## src/tfb_pkg.sv

```systemverilog
`timescale 1ns / 1ps
`default_nettype none

package tfb_pkg;

   // Field widths
   localparam int BYTE_W    = 8;
   localparam int STATUS_W  = 2;
   localparam int CSR_IDX_W = 2;

   // Job queue between front and back; depth must be a power of two
   localparam int QUEUE_DEPTH = 4;
   localparam int QUEUE_AW    = $clog2(QUEUE_DEPTH);
   localparam int QUEUE_CW    = QUEUE_AW + 1;

   // Register indexes on the csr port
   localparam logic [CSR_IDX_W-1:0] CSR_HEAD_BYTE   = 2'd0;
   localparam logic [CSR_IDX_W-1:0] CSR_DEST_ADDR   = 2'd1;
   localparam logic [CSR_IDX_W-1:0] CSR_MAX_PAYLOAD = 2'd2;

   // Register reset values
   localparam logic [BYTE_W-1:0] HEAD_BYTE_RST   = 8'hAA;
   localparam logic [BYTE_W-1:0] DEST_ADDR_RST   = 8'hFF;
   localparam logic [BYTE_W-1:0] MAX_PAYLOAD_RST = 8'd30;

   // Input commands
   localparam logic CMD_START   = 1'b0;
   localparam logic CMD_PAYLOAD = 1'b1;

   // Result status codes
   localparam logic [STATUS_W-1:0] STAT_BYTE       = 2'd0;
   localparam logic [STATUS_W-1:0] STAT_LEN_REJECT = 2'd1;
   localparam logic [STATUS_W-1:0] STAT_OUTSIDE    = 2'd2;
   localparam logic [STATUS_W-1:0] STAT_START_OPEN = 2'd3;

   // What the back end has to do for one queued job
   typedef enum logic [1:0] {
      KIND_STAT,
      KIND_HDR,
      KIND_DATA
   } job_kind_type;

   // Byte sequencer steps in the back end
   typedef enum logic [2:0] {
      ST_FIRST,
      ST_DEST,
      ST_FUNC,
      ST_LEN,
      ST_SUM,
      ST_ADD
   } step_type;

   // One queued job. byte0 is func_code or data_byte, byte1 is payload_len.
   typedef struct packed {
      job_kind_type          kind;
      logic [STATUS_W-1:0]   status;
      logic                  close;
      logic [BYTE_W-1:0]     byte0;
      logic [BYTE_W-1:0]     byte1;
   } job_type;

   // Frame constants the back end places in the header
   typedef struct packed {
      logic [BYTE_W-1:0] head_byte;
      logic [BYTE_W-1:0] dest_addr;
   } hdr_cfg_type;

   // Queue handshake between the parts
   typedef struct packed {
      logic push;
      logic full;
   } q_wr_type;

   typedef struct packed {
      logic pop;
      logic empty;
   } q_rd_type;

endpackage

`default_nettype wire

```

## src/tfb_queue.sv

```systemverilog
`timescale 1ns / 1ps
`default_nettype none

module tfb_queue (
   input  wire                  clock,
   input  wire                  reset,
   input  wire                  push,
   input  tfb_pkg::job_type     push_job,
   output logic                 full,
   input  wire                  pop,
   output tfb_pkg::job_type     head_job,
   output logic                 empty
);
   import tfb_pkg::*;

   job_type               mem_ff [QUEUE_DEPTH];
   logic [QUEUE_AW-1:0]   wr_ptr_ff, wr_ptr_in;
   logic [QUEUE_AW-1:0]   rd_ptr_ff, rd_ptr_in;
   logic [QUEUE_CW-1:0]   count_ff, count_in;

   assign full     = (count_ff == QUEUE_CW'(QUEUE_DEPTH));
   assign empty    = (count_ff == '0);
   assign head_job = mem_ff[rd_ptr_ff];

   // Pointer and fill count update
   always_comb begin
      wr_ptr_in = push ? QUEUE_AW'(wr_ptr_ff + 1'b1) : wr_ptr_ff;
      rd_ptr_in = pop  ? QUEUE_AW'(rd_ptr_ff + 1'b1) : rd_ptr_ff;
      case ({push, pop})
         2'b10:   count_in = QUEUE_CW'(count_ff + 1'b1);
         2'b01:   count_in = QUEUE_CW'(count_ff - 1'b1);
         default: count_in = count_ff;
      endcase
   end

   always_ff @(posedge clock) begin
      if (reset) begin
         wr_ptr_ff <= '0;
         rd_ptr_ff <= '0;
         count_ff  <= '0;
      end else begin
         wr_ptr_ff <= wr_ptr_in;
         rd_ptr_ff <= rd_ptr_in;
         count_ff  <= count_in;
      end
   end

   // Storage, no reset needed
   always_ff @(posedge clock) begin
      if (push) begin
         mem_ff[wr_ptr_ff] <= push_job;
      end
   end

endmodule

`default_nettype wire

```

## src/tfb_front.sv

```systemverilog
`timescale 1ns / 1ps
`default_nettype none

module tfb_front (
   input  wire                                clock,
   input  wire                                reset,
   // csr port
   input  wire                                csr_write_en,
   input  wire [tfb_pkg::CSR_IDX_W-1:0]       csr_index,
   input  wire [tfb_pkg::BYTE_W-1:0]          csr_wdata,
   // request channel
   input  wire                                req_valid,
   output logic                               req_stall,
   input  wire                                req_cmd,
   input  wire [tfb_pkg::BYTE_W-1:0]          req_func_code,
   input  wire [tfb_pkg::BYTE_W-1:0]          req_payload_len,
   input  wire [tfb_pkg::BYTE_W-1:0]          req_data_byte,
   // to queue and back end
   output tfb_pkg::q_wr_type                  q_wr,
   input  wire                                q_full,
   output tfb_pkg::job_type                   job,
   output tfb_pkg::hdr_cfg_type               hdr_cfg
);
   import tfb_pkg::*;

   logic [BYTE_W-1:0] head_byte_ff, dest_addr_ff, max_payload_ff;
   logic              frame_open_ff, frame_open_in;
   logic [BYTE_W-1:0] bytes_left_ff, bytes_left_in;
   logic              accept;

   assign req_stall = q_full;
   assign accept    = req_valid && !q_full;
   assign q_wr.push = accept;
   assign q_wr.full = q_full;

   assign hdr_cfg.head_byte = head_byte_ff;
   assign hdr_cfg.dest_addr = dest_addr_ff;

   // Configuration registers
   always_ff @(posedge clock) begin
      if (reset) begin
         head_byte_ff   <= HEAD_BYTE_RST;
         dest_addr_ff   <= DEST_ADDR_RST;
         max_payload_ff <= MAX_PAYLOAD_RST;
      end else if (csr_write_en) begin
         case (csr_index)
            CSR_HEAD_BYTE:   head_byte_ff   <= csr_wdata;
            CSR_DEST_ADDR:   dest_addr_ff   <= csr_wdata;
            CSR_MAX_PAYLOAD: max_payload_ff <= csr_wdata;
            default:         ;
         endcase
      end
   end

   // Classify the incoming word and track the frame state
   always_comb begin
      frame_open_in = frame_open_ff;
      bytes_left_in = bytes_left_ff;
      job.kind      = KIND_STAT;
      job.status    = STAT_BYTE;
      job.close     = 1'b0;
      job.byte0     = req_func_code;
      job.byte1     = req_payload_len;
      if (req_cmd == CMD_START) begin
         if (frame_open_ff) begin
            job.status = STAT_START_OPEN;
         end else if (req_payload_len > max_payload_ff) begin
            job.status = STAT_LEN_REJECT;
         end else begin
            job.kind      = KIND_HDR;
            job.close     = (req_payload_len == '0);
            frame_open_in = (req_payload_len != '0);
            bytes_left_in = req_payload_len;
         end
      end else begin
         job.byte0 = req_data_byte;
         if (!frame_open_ff) begin
            job.status = STAT_OUTSIDE;
         end else begin
            job.kind      = KIND_DATA;
            job.close     = (bytes_left_ff == BYTE_W'(1));
            frame_open_in = !job.close;
            bytes_left_in = BYTE_W'(bytes_left_ff - 1'b1);
         end
      end
   end

   always_ff @(posedge clock) begin
      if (reset) begin
         frame_open_ff <= 1'b0;
         bytes_left_ff <= '0;
      end else if (accept) begin
         frame_open_ff <= frame_open_in;
         bytes_left_ff <= bytes_left_in;
      end
   end

endmodule

`default_nettype wire

```

## src/tfb_back.sv

```systemverilog
`timescale 1ns / 1ps
`default_nettype none

module tfb_back (
   input  wire                                clock,
   input  wire                                reset,
   input  tfb_pkg::job_type                   head_job,
   input  tfb_pkg::hdr_cfg_type               hdr_cfg,
   output tfb_pkg::q_rd_type                  q_rd,
   input  wire                                q_empty,
   // result channel
   output logic                               rsp_valid,
   input  wire                                rsp_stall,
   output logic [tfb_pkg::BYTE_W-1:0]         rsp_frame_byte,
   output logic                               rsp_frame_end,
   output logic                               rsp_run_last,
   output logic [tfb_pkg::STATUS_W-1:0]       rsp_status
);
   import tfb_pkg::*;

   step_type            step_ff, step_in;
   logic [BYTE_W-1:0]   sum_ff, sum_in;
   logic [BYTE_W-1:0]   add_ff, add_in;
   logic                rsp_valid_ff;
   logic [BYTE_W-1:0]   rsp_byte_ff;
   logic                rsp_end_ff, rsp_last_ff;
   logic [STATUS_W-1:0] rsp_status_ff;

   logic                can_load, advance, done, fold_en, restart;
   logic [BYTE_W-1:0]   out_byte, sum_base, add_base;
   logic                out_end, out_last;
   logic [STATUS_W-1:0] out_status;

   // Output register frees as the downstream takes its word
   assign can_load = !rsp_valid_ff || !rsp_stall;
   assign advance  = can_load && !q_empty;
   assign q_rd.pop   = advance && done;
   assign q_rd.empty = q_empty;

   // Step through the bytes of the job at the queue head
   always_comb begin
      step_in    = step_ff;
      done       = 1'b0;
      fold_en    = 1'b0;
      restart    = 1'b0;
      out_byte   = '0;
      out_end    = 1'b0;
      out_last   = 1'b0;
      out_status = STAT_BYTE;
      case (step_ff)
         ST_FIRST: begin
            case (head_job.kind)
               KIND_HDR: begin
                  out_byte = hdr_cfg.head_byte;
                  fold_en  = 1'b1;
                  restart  = 1'b1;
                  step_in  = ST_DEST;
               end
               KIND_DATA: begin
                  out_byte = head_job.byte0;
                  fold_en  = 1'b1;
                  out_last = !head_job.close;
                  done     = !head_job.close;
                  step_in  = head_job.close ? ST_SUM : ST_FIRST;
               end
               default: begin
                  out_status = head_job.status;
                  out_last   = 1'b1;
                  done       = 1'b1;
               end
            endcase
         end
         ST_DEST: begin
            out_byte = hdr_cfg.dest_addr;
            fold_en  = 1'b1;
            step_in  = ST_FUNC;
         end
         ST_FUNC: begin
            out_byte = head_job.byte0;
            fold_en  = 1'b1;
            step_in  = ST_LEN;
         end
         ST_LEN: begin
            out_byte = head_job.byte1;
            fold_en  = 1'b1;
            out_last = !head_job.close;
            done     = !head_job.close;
            step_in  = head_job.close ? ST_SUM : ST_FIRST;
         end
         ST_SUM: begin
            out_byte = sum_ff;
            step_in  = ST_ADD;
         end
         ST_ADD: begin
            out_byte = add_ff;
            out_end  = 1'b1;
            out_last = 1'b1;
            done     = 1'b1;
            step_in  = ST_FIRST;
         end
         default: begin
            done    = 1'b1;
            step_in = ST_FIRST;
         end
      endcase
   end

   // Running checks; a new frame starts both from zero
   always_comb begin
      sum_base = restart ? '0 : sum_ff;
      add_base = restart ? '0 : add_ff;
      sum_in   = BYTE_W'(sum_base + out_byte);
      add_in   = BYTE_W'(add_base + sum_in);
   end

   always_ff @(posedge clock) begin
      if (reset) begin
         step_ff <= ST_FIRST;
         sum_ff  <= '0;
         add_ff  <= '0;
      end else if (advance) begin
         step_ff <= step_in;
         if (fold_en) begin
            sum_ff <= sum_in;
            add_ff <= add_in;
         end
      end
   end

   // Result register
   always_ff @(posedge clock) begin
      if (reset) begin
         rsp_valid_ff <= 1'b0;
      end else if (can_load) begin
         rsp_valid_ff <= !q_empty;
      end
   end

   always_ff @(posedge clock) begin
      if (advance) begin
         rsp_byte_ff   <= out_byte;
         rsp_end_ff    <= out_end;
         rsp_last_ff   <= out_last;
         rsp_status_ff <= out_status;
      end
   end

   assign rsp_valid      = rsp_valid_ff;
   assign rsp_frame_byte = rsp_byte_ff;
   assign rsp_frame_end  = rsp_end_ff;
   assign rsp_run_last   = rsp_last_ff;
   assign rsp_status     = rsp_status_ff;

endmodule

`default_nettype wire

```

## src/telemetry_frame_builder_core.sv

```systemverilog
// The first result word of an item passes through the job queue and then the result register.
// Payload words stream at one per cycle while the output is not stalled and jobs are queued; a start
// item yields four result words (six with an empty payload), the closing payload word three, a status word one.
// The four-entry job queue between front and back lets input run ahead of the output.
// Reset (synchronous, active high) restores register defaults and closes any frame.
`timescale 1ns / 1ps
`default_nettype none

module telemetry_frame_builder_core (
   input  wire                                clock,
   input  wire                                reset,
   input  wire                                csr_write_en,
   input  wire [tfb_pkg::CSR_IDX_W-1:0]       csr_index,
   input  wire [tfb_pkg::BYTE_W-1:0]          csr_wdata,
   input  wire                                req_valid,
   output logic                               req_stall,
   input  wire                                req_cmd,
   input  wire [tfb_pkg::BYTE_W-1:0]          req_func_code,
   input  wire [tfb_pkg::BYTE_W-1:0]          req_payload_len,
   input  wire [tfb_pkg::BYTE_W-1:0]          req_data_byte,
   output logic                               rsp_valid,
   input  wire                                rsp_stall,
   output logic [tfb_pkg::BYTE_W-1:0]         rsp_frame_byte,
   output logic                               rsp_frame_end,
   output logic                               rsp_run_last,
   output logic [tfb_pkg::STATUS_W-1:0]       rsp_status
);
   import tfb_pkg::*;

   q_wr_type    q_wr;
   q_rd_type    q_rd;
   job_type     push_job, head_job;
   hdr_cfg_type hdr_cfg;
   logic        q_full, q_empty;

   tfb_front u_front (
      .clock           (clock),
      .reset           (reset),
      .csr_write_en    (csr_write_en),
      .csr_index       (csr_index),
      .csr_wdata       (csr_wdata),
      .req_valid       (req_valid),
      .req_stall       (req_stall),
      .req_cmd         (req_cmd),
      .req_func_code   (req_func_code),
      .req_payload_len (req_payload_len),
      .req_data_byte   (req_data_byte),
      .q_wr            (q_wr),
      .q_full          (q_full),
      .job             (push_job),
      .hdr_cfg         (hdr_cfg)
   );

   tfb_queue u_queue (
      .clock    (clock),
      .reset    (reset),
      .push     (q_wr.push),
      .push_job (push_job),
      .full     (q_full),
      .pop      (q_rd.pop),
      .head_job (head_job),
      .empty    (q_empty)
   );

   tfb_back u_back (
      .clock          (clock),
      .reset          (reset),
      .head_job       (head_job),
      .hdr_cfg        (hdr_cfg),
      .q_rd           (q_rd),
      .q_empty        (q_empty),
      .rsp_valid      (rsp_valid),
      .rsp_stall      (rsp_stall),
      .rsp_frame_byte (rsp_frame_byte),
      .rsp_frame_end  (rsp_frame_end),
      .rsp_run_last   (rsp_run_last),
      .rsp_status     (rsp_status)
   );

   // Status words carry no byte and always end their item
   a_status_word: assert property (@(posedge clock) disable iff (reset)
      rsp_valid && (rsp_status != STAT_BYTE) |->
         (rsp_frame_byte == '0) && rsp_run_last && !rsp_frame_end)
      else $error("status word with byte or frame end");

   // The final check byte also closes the item that caused it
   a_end_is_last: assert property (@(posedge clock) disable iff (reset)
      rsp_valid && rsp_frame_end |-> rsp_run_last && (rsp_status == STAT_BYTE))
      else $error("frame end without run_last");

   // No word is offered right after reset
   a_reset_idle: assert property (@(posedge clock)
      reset |=> !rsp_valid)
      else $error("result valid after reset");

   // Nothing can be popped from an empty queue
   a_no_pop_empty: assert property (@(posedge clock) disable iff (reset)
      q_rd.pop |-> !q_rd.empty)
      else $error("job queue underrun");

   // Nothing is pushed into a full queue
   a_no_push_full: assert property (@(posedge clock) disable iff (reset)
      q_wr.push |-> !q_wr.full)
      else $error("job queue overrun");

endmodule

`default_nettype wire
```

## config.mk

```make
export PLATFORM = sky130hd
export DESIGN_NAME = telemetry_frame_builder_core
export DESIGN_NICKNAME = d
export VERILOG_FILES = /design/src/tfb_pkg.sv /design/src/tfb_queue.sv /design/src/tfb_front.sv /design/src/tfb_back.sv /design/src/telemetry_frame_builder_core.sv
export SDC_FILE = /design/constraint.sdc
export NUM_CORES = 1
export LEC_CHECK = 0
export BUFFER_PORTS_ARGS = -buffer_cell sky130_fd_sc_hd__buf_4
export CAP_MARGIN = 20
export CORE_UTILIZATION = 60
export DETAILED_ROUTE_END_ITERATION = 12
export PLACE_DENSITY = 0.79
export SYNTH_ARGS = -nofsm -noshare
export SYNTH_HDL_FRONTEND = slang
export SYNTH_SLANG_ARGS = --single-unit
```

## constraint.sdc

```tcl
create_clock -name clock -period 15.5 [get_ports clock]
set_input_delay 3.875 -clock clock [delete_from_list [all_inputs] [get_ports clock]]
set_output_delay 3.875 -clock clock [all_outputs]
set_load 0.01 [all_outputs]
```

# Yosys cells after proc, flatten, opt, wreduce, memory -nomap -nowiden

Memories as Yosys holds them, arrays and structs flattened. A register that Yosys moved wholly into a read port is not among the register bits.
Cells that the tools add are included.

$add $sub $neg: 7
Order comparisons: 1
Equal/unequal tests: 17
Mux-type cells: 39
Bitwise logic cells: 1
Reduce and logical (&&, ||, !) cells: 26

Operator list:

| cell                                             | number |
|---|---|
| two-way mux 8 bit                                | 7 |
| one-hot mux 8 bit (6 select lines)               | 1 |
| adder 8 bit                                      | 2 |
| two-way mux 1 bit                                | 16 |
| one-hot mux 8 bit (2 select lines)               | 1 |
| one-hot mux 3 bit (5 select lines)               | 1 |
| one-hot mux 3 bit (2 select lines)               | 2 |
| two-way mux 2 bit                                | 5 |
| AND reduction 2 bit                              | 5 |
| == test 3 bit, second input constant             | 3 |
| OR reduction 3 bit                               | 3 |
| == test 8 x 1 -> 1 bit, second input constant    | 1 |
| greater-than comparator 8 bit                    | 1 |
| logical NOT 8 bit                                | 1 |
| nonzero test 8 bit                               | 1 |
| subtractor 8 x 1 -> 8 bit, second input constant | 1 |
| == test 2 x 1 -> 1 bit, second input constant    | 3 |
| == test 2 bit, second input constant             | 3 |
| == test 3 x 2 -> 1 bit, second input constant    | 2 |
| logical NOT 1 bit                                | 6 |
| logical NOT 3 bit                                | 2 |
| one-hot mux 1 bit (3 select lines)               | 2 |
| two-way mux 5 bit                                | 1 |
| adder 2 x 1 -> 2 bit, second input constant      | 2 |
| 15 further kinds                                 | 19 |

Bits in registers: 72
Memory bits (writable): 84
Bits of input ports: 40
Output and inout bits: 14
Word-level logic and storage cells: 108
Memories: 1

Memory list:

| memory         | words | width | rd ports | clocked after memory_dff | write ports | RTL line        | RTL |
|---|---|---|---|---|---|---|---|
| u_queue.mem_ff | 4     | 21    | 1        | 1                        | 1           | tfb_queue.sv:16 | `job_type mem_ff [QUEUE_DEPTH];` |

# Depth between registers and ports, before layout

Depth in word-level cells: 6
Mapped depth: 24
Depth with buffers taken out: 21

# Cells and area by module

Synthesis repeated with hierarchy kept, for this count alone.

Cells, all modules: 687
Area, all modules: 7,821.3 um^2

By module, submodules not included:

| module    | instances | cells each | area an instance (um^2) | seq. area each (um^2) |
|---|---|---|---|---|
| tfb_queue | 1         | 156        | 3,465.8                 | 2,702.6 |
| tfb_back  | 1         | 303        | 2,441.1                 | 760.7 |
| tfb_front | 1         | 228        | 1,914.3                 | 660.6 |

# Worst setup path before layout

Ideal clock, no wire load.

Path kind: in2reg
Start: in req_payload_len[5] (netlist name)
End: reg u_front.bytes_left_ff[7]
Library setup time: 0.086 ns
Data arrival time: 5.578 ns
Data required time: 15.414 ns
Path slack: 9.836 ns
Stages on the path: 10
Path buffers: 1
Path through: ha_1 > a21o_1 > a21o_1 > a21oi_1 > a32oi_1 > nor2b_1 > nor3_2 > buf_2 > a21oi_1 > a211oi_1

Cells in the longest elaborated chain, start to end: 3

Ends and longest elaborated chain:

| item                                 | RTL line                           | RTL |
|---|---|---|
| start: declaration                   | telemetry_frame_builder_core.sv:19 | `input wire [tfb_pkg::BYTE_W-1:0] req_payload_len,` |
| greater-than comparator 8 bit        | tfb_front.sv:67                    | `end else if (req_payload_len > max_payload_ff) begin` |
| != test 2 bit (no source line)       | --                                 |  |
| AND reduction 4 bit (no source line) | --                                 |  |
| end signal: assignment               | tfb_front.sv:94                    | `bytes_left_ff <= bytes_left_in;` |
| end: declaration                     | tfb_front.sv:28                    | `logic [BYTE_W-1:0] bytes_left_ff, bytes_left_in;` |

No other way between the ends.
A chain may end at the register's enable or synchronous reset.

# Worst setup path in the final report

Start: in req_payload_len[5] (netlist name)
End: reg u_front.bytes_left_ff[3]

The elaborated chain is that of the path after synthesis.

==> results.toml <==
[status]
run_status = "completed"

[sta]
tightestPinTransition_ns = 0.854
hold_slack_ns = 0.466
finalHoldViolations = 0
finalCriticalPeriod_ns = 5.87
fin_crit_sh = 0.378
finalSetupTns_ns = 0
final.setup.worst_slack_ns = 9.63
grt_setup_unrepaired = "false"
setup_viol = 0
finClkSkew_ns = 0.0114
timing.fmax_ghz = 0.170
max_slew_margin = 0.428
report.final.slew_viol_count = 0

[clock_tree]
cts_resized = 0
postCtsSetupRepairBufs = 0
ctsRootBufferMaster = "sky130_fd_sc_hd__clkbuf_16"
clock_sink_count = 158
path_clk_slew_ns = 0.06
worst_skew_pair.late_latency_ns = 0.43
cts_max_path_buffers = 2
tritoncts_clock_tree = "yes"
ctsHtreeMaxLevel = 4
tritoncts.num_buffers = 17
post_cts_hold_buffer_count = 0

[layout]
multi_input_gate_area_mm2 = 0.00320
diodes = 0
area.growth.synth_to_final_pct = 15.3
post_route_cells_drive_above_1_share = 0.181
post-route-cell-area_mm2 = 0.00876
finish.cell_count_without_fillers = 891
finish.net_count = 785
postLayoutCoreUtil = 0.720
final-seq-area_mm2 = 0.00412
fillerInstances = 846

[global_route]
grt_pass1_vias = 5335
grt_start_max_net_pins = 63
gr-usage-all-layers = 0.288
grt_overflow = 0
grt_pass1_wl_um = 27700
grt_antenna_before_repair = 0

[floorplanning]
starting_utilization_of_the_core_area = 0.624
num_rows = 40
die_area_mm2 = 0.0131
chipHeight_um = 115
design.portCount = 54
core_area_mm2 = 0.0122
die_w_um = 115

[synthesis]
synth_seq_cells = 158
netlist_top_cells_area = "sky130_fd_sc_hd__edfxtp_1, sky130_fd_sc_hd__dfxtp_1, sky130_fd_sc_hd__mux4_2"
postSynth.asyncResetShare = 0
area_share_of_the_leading_cell_type_in_the_synthesized_netlist = 0.380
post_synth_edffs = 96
synth-main-ff-cell = "sky130_fd_sc_hd__edfxtp_1"
yosysSeqAreaShare = 0.543
syn_nets = 740
synth.lib_cells_used.distinct = 53
yosysTopAreaCell = "sky130_fd_sc_hd__edfxtp_1"
syn_avg_cell_area_um2 = 11.4
synth_cells = 665
post_synth_instance_area_mm2 = 0.00759
yosys_warns = 0

[drt]
first_pass_iters = 5
detailroute.via_count = 5321
detail_route.iter0.violations = 349
ratio_of_routed_vias_to_standard_cells = 5.97
wl_per_cell_um = 19.5
wirelength_um = 17400
detail_route.drc_violations = 0
antenna_viol_nets_final = 0

[setup_path]
cp-end-kind = "flip-flop"
worst-r2r-setup-slack_ns = 10.23
cp-startpoint = "req_payload_len[5]"
timing.reg2reg.worst_path_depth = 22
critical_path_start_end_classification = "primary input to flip-flop"
critical_path.reg2reg.endpoint = "u_back.add_ff[7]$_SDFFE_PP0P_"
worst-path-max-fanout = 15
critical_path_required_ns = 15.84
cp-start-kind = "primary input"
cp_data_arrival_time_ns = 6.21

[hold_path]
timing.hold.worst_path_depth = 2
hold_path.startpoint = "u_back.add_ff[5]$_SDFFE_PP0P_"
worst_hold_path.endpoint = "u_back.add_ff[5]$_SDFFE_PP0P_"
hp-class = "flip-flop to flip-flop"

[place]
place_ws_ns = 9.22
dpl-instance-area_mm2 = 0.00817
place_congestion = 0.852
dpl.cell_count = 859
place_hpwl_um = 12300
port_buffers = 53

[pwr]
irDropWorstVdd_mv = 0.117
power_density_mw_per_mm2 = 181
power_leakage_nw = 3.32
power_after_layout_mw = 1.58

[job]
timing.max_cap.violations = 0
critical path: stages:
cell                       delay, ns
sky130_fd_sc_hd__buf_4          0.14
sky130_fd_sc_hd__ha_1           0.31
sky130_fd_sc_hd__a21o_1         0.18
sky130_fd_sc_hd__a21o_1         0.17
sky130_fd_sc_hd__a21oi_1        0.15
sky130_fd_sc_hd__a32oi_1        0.12
sky130_fd_sc_hd__nor2b_1        0.19
sky130_fd_sc_hd__nor3_2         0.66
sky130_fd_sc_hd__a21oi_1        0.16
sky130_fd_sc_hd__a211oi_1       0.26
flip-flops by register name (all words and copies together), names as in the netlist, 2 cells and up, named ones only:
| register | flops |
|---|---|
| u_queue.mem_ff | 84 |
| u_back.add_ff | 8 |
| u_back.rsp_frame_byte | 8 |
| u_back.sum_ff | 8 |
| u_front.bytes_left_ff | 8 |
| u_front.dest_addr_ff | 8 |
| u_front.head_byte_ff | 8 |
| u_front.max_payload_ff | 8 |
| u_back.step_ff | 3 |
| u_queue.count_ff | 3 |
| u_back.rsp_status | 2 |
| u_queue.rd_ptr_ff | 2 |
| u_queue.wr_ptr_ff | 2 |
worst max-delay path by stage:
stage / to / slack, ns
floorplan: u_front.bytes_left_ff[7]$_SDFFE_PP0P_ / 9.84
global placement: u_front.bytes_left_ff[0]$_SDFFE_PP0P_ / 9.37
detailed placement: u_front.bytes_left_ff[3]$_SDFFE_PP0P_ / 9.22
CTS: u_front.bytes_left_ff[3]$_SDFFE_PP0P_ / 9.66
global route: u_front.bytes_left_ff[5]$_SDFFE_PP0P_ / 9.48
finish: u_front.bytes_left_ff[3]$_SDFFE_PP0P_ / 9.63
synthesized netlist by cell type, types with 3 or more instances:
library cell               number
sky130_fd_sc_hd__and3_1         6
sky130_fd_sc_hd__o22ai_1        5
sky130_fd_sc_hd__a21o_1         6
sky130_fd_sc_hd__edfxtp_1      96
sky130_fd_sc_hd__nor3_1         3
sky130_fd_sc_hd__nor4_1         3
sky130_fd_sc_hd__a211oi_1       9
sky130_fd_sc_hd__ha_1          32
sky130_fd_sc_hd__o22a_1         6
sky130_fd_sc_hd__nand2_1       88
sky130_fd_sc_hd__xor2_1         6
sky130_fd_sc_hd__buf_1          3
sky130_fd_sc_hd__mux2i_1       19
sky130_fd_sc_hd__buf_2          5
sky130_fd_sc_hd__nand3b_1      14
sky130_fd_sc_hd__nand2b_1       5
sky130_fd_sc_hd__a211o_1        4
sky130_fd_sc_hd__nand3_1        7
sky130_fd_sc_hd__nor2b_1       11
sky130_fd_sc_hd__a21oi_1       43
sky130_fd_sc_hd__o21ai_0       18
sky130_fd_sc_hd__fa_1           3
sky130_fd_sc_hd__and2_1        18
sky130_fd_sc_hd__a22oi_1        7
sky130_fd_sc_hd__xnor2_1       10
sky130_fd_sc_hd__mux2_2         9
sky130_fd_sc_hd__dfxtp_1       62
sky130_fd_sc_hd__clkbuf_1      25
sky130_fd_sc_hd__inv_1         31
sky130_fd_sc_hd__nor2_1        50
sky130_fd_sc_hd__a31oi_1        9
sky130_fd_sc_hd__mux4_2        21
layout make-up:
cell class	instances	share of cell area
clock buffers	18	0.0490
inverters	32	0.0137
multi-input cells	440	0.366
repair buffers	61	0.0586
flip-flops and latches	158	0.471
well taps	168	0.0240
clock inverters	14	0.0179
kinds of logic (layout without fill, tap and decap cells):
kind of cell / after synthesis / count (layout) / share of synthesized area
buf+inv: 67 / 125 / 0.0351
simple gates: 216 / 216 / 0.136
fa+ha+maj: 35 / 35 / 0.0606
compound gates: 123 / 123 / 0.104
mux: 49 / 49 / 0.101
xor+xnor: 17 / 17 / 0.0206
flops: 158 / 158 / 0.543
report_power, final:
group	switching (mW)	total [mW]	leakage [nW]	internal, mW
Clock	0.170	0.410	0.288	0.240
Sequential	0.0436	0.582	1.40	0.539
Combinational	0.354	0.589	1.63	0.235
Total	0.568	1.58	3.32	1.01
layout by cell type, fill, tap and decap left out, drive strengths merged, types with 3 or more instances in the layout:
master	n
a31oi	9
a211o	4
and3	6
nand3b	14
clkinv	6
mux2	9
nand3	7
inv	38
nor2b	11
a21oi	43
edfxtp	96
o22ai	5
nand2	88
a21o	6
a211oi	9
a22oi	9
o21ai	18
nor2	50
dfxtp	62
buf	61
nand2b	5
mux2i	19
xnor2	11
clkbuf	18
xor2	6
and2	18
fa	3
nor4	3
ha	32
o22a	6
mux4	21
nor3	5
per-layer routing:
metal	global-route usage	up-vias	share of wire
li1	-	2494	-
met1	0.351	2612	0.41
met3	0.0778	35	0.050
met2	0.482	180	0.51
met4	0.126	0	0.028
met5	0	-	0
Note: power is estimated with default switching activity, not from simulation.
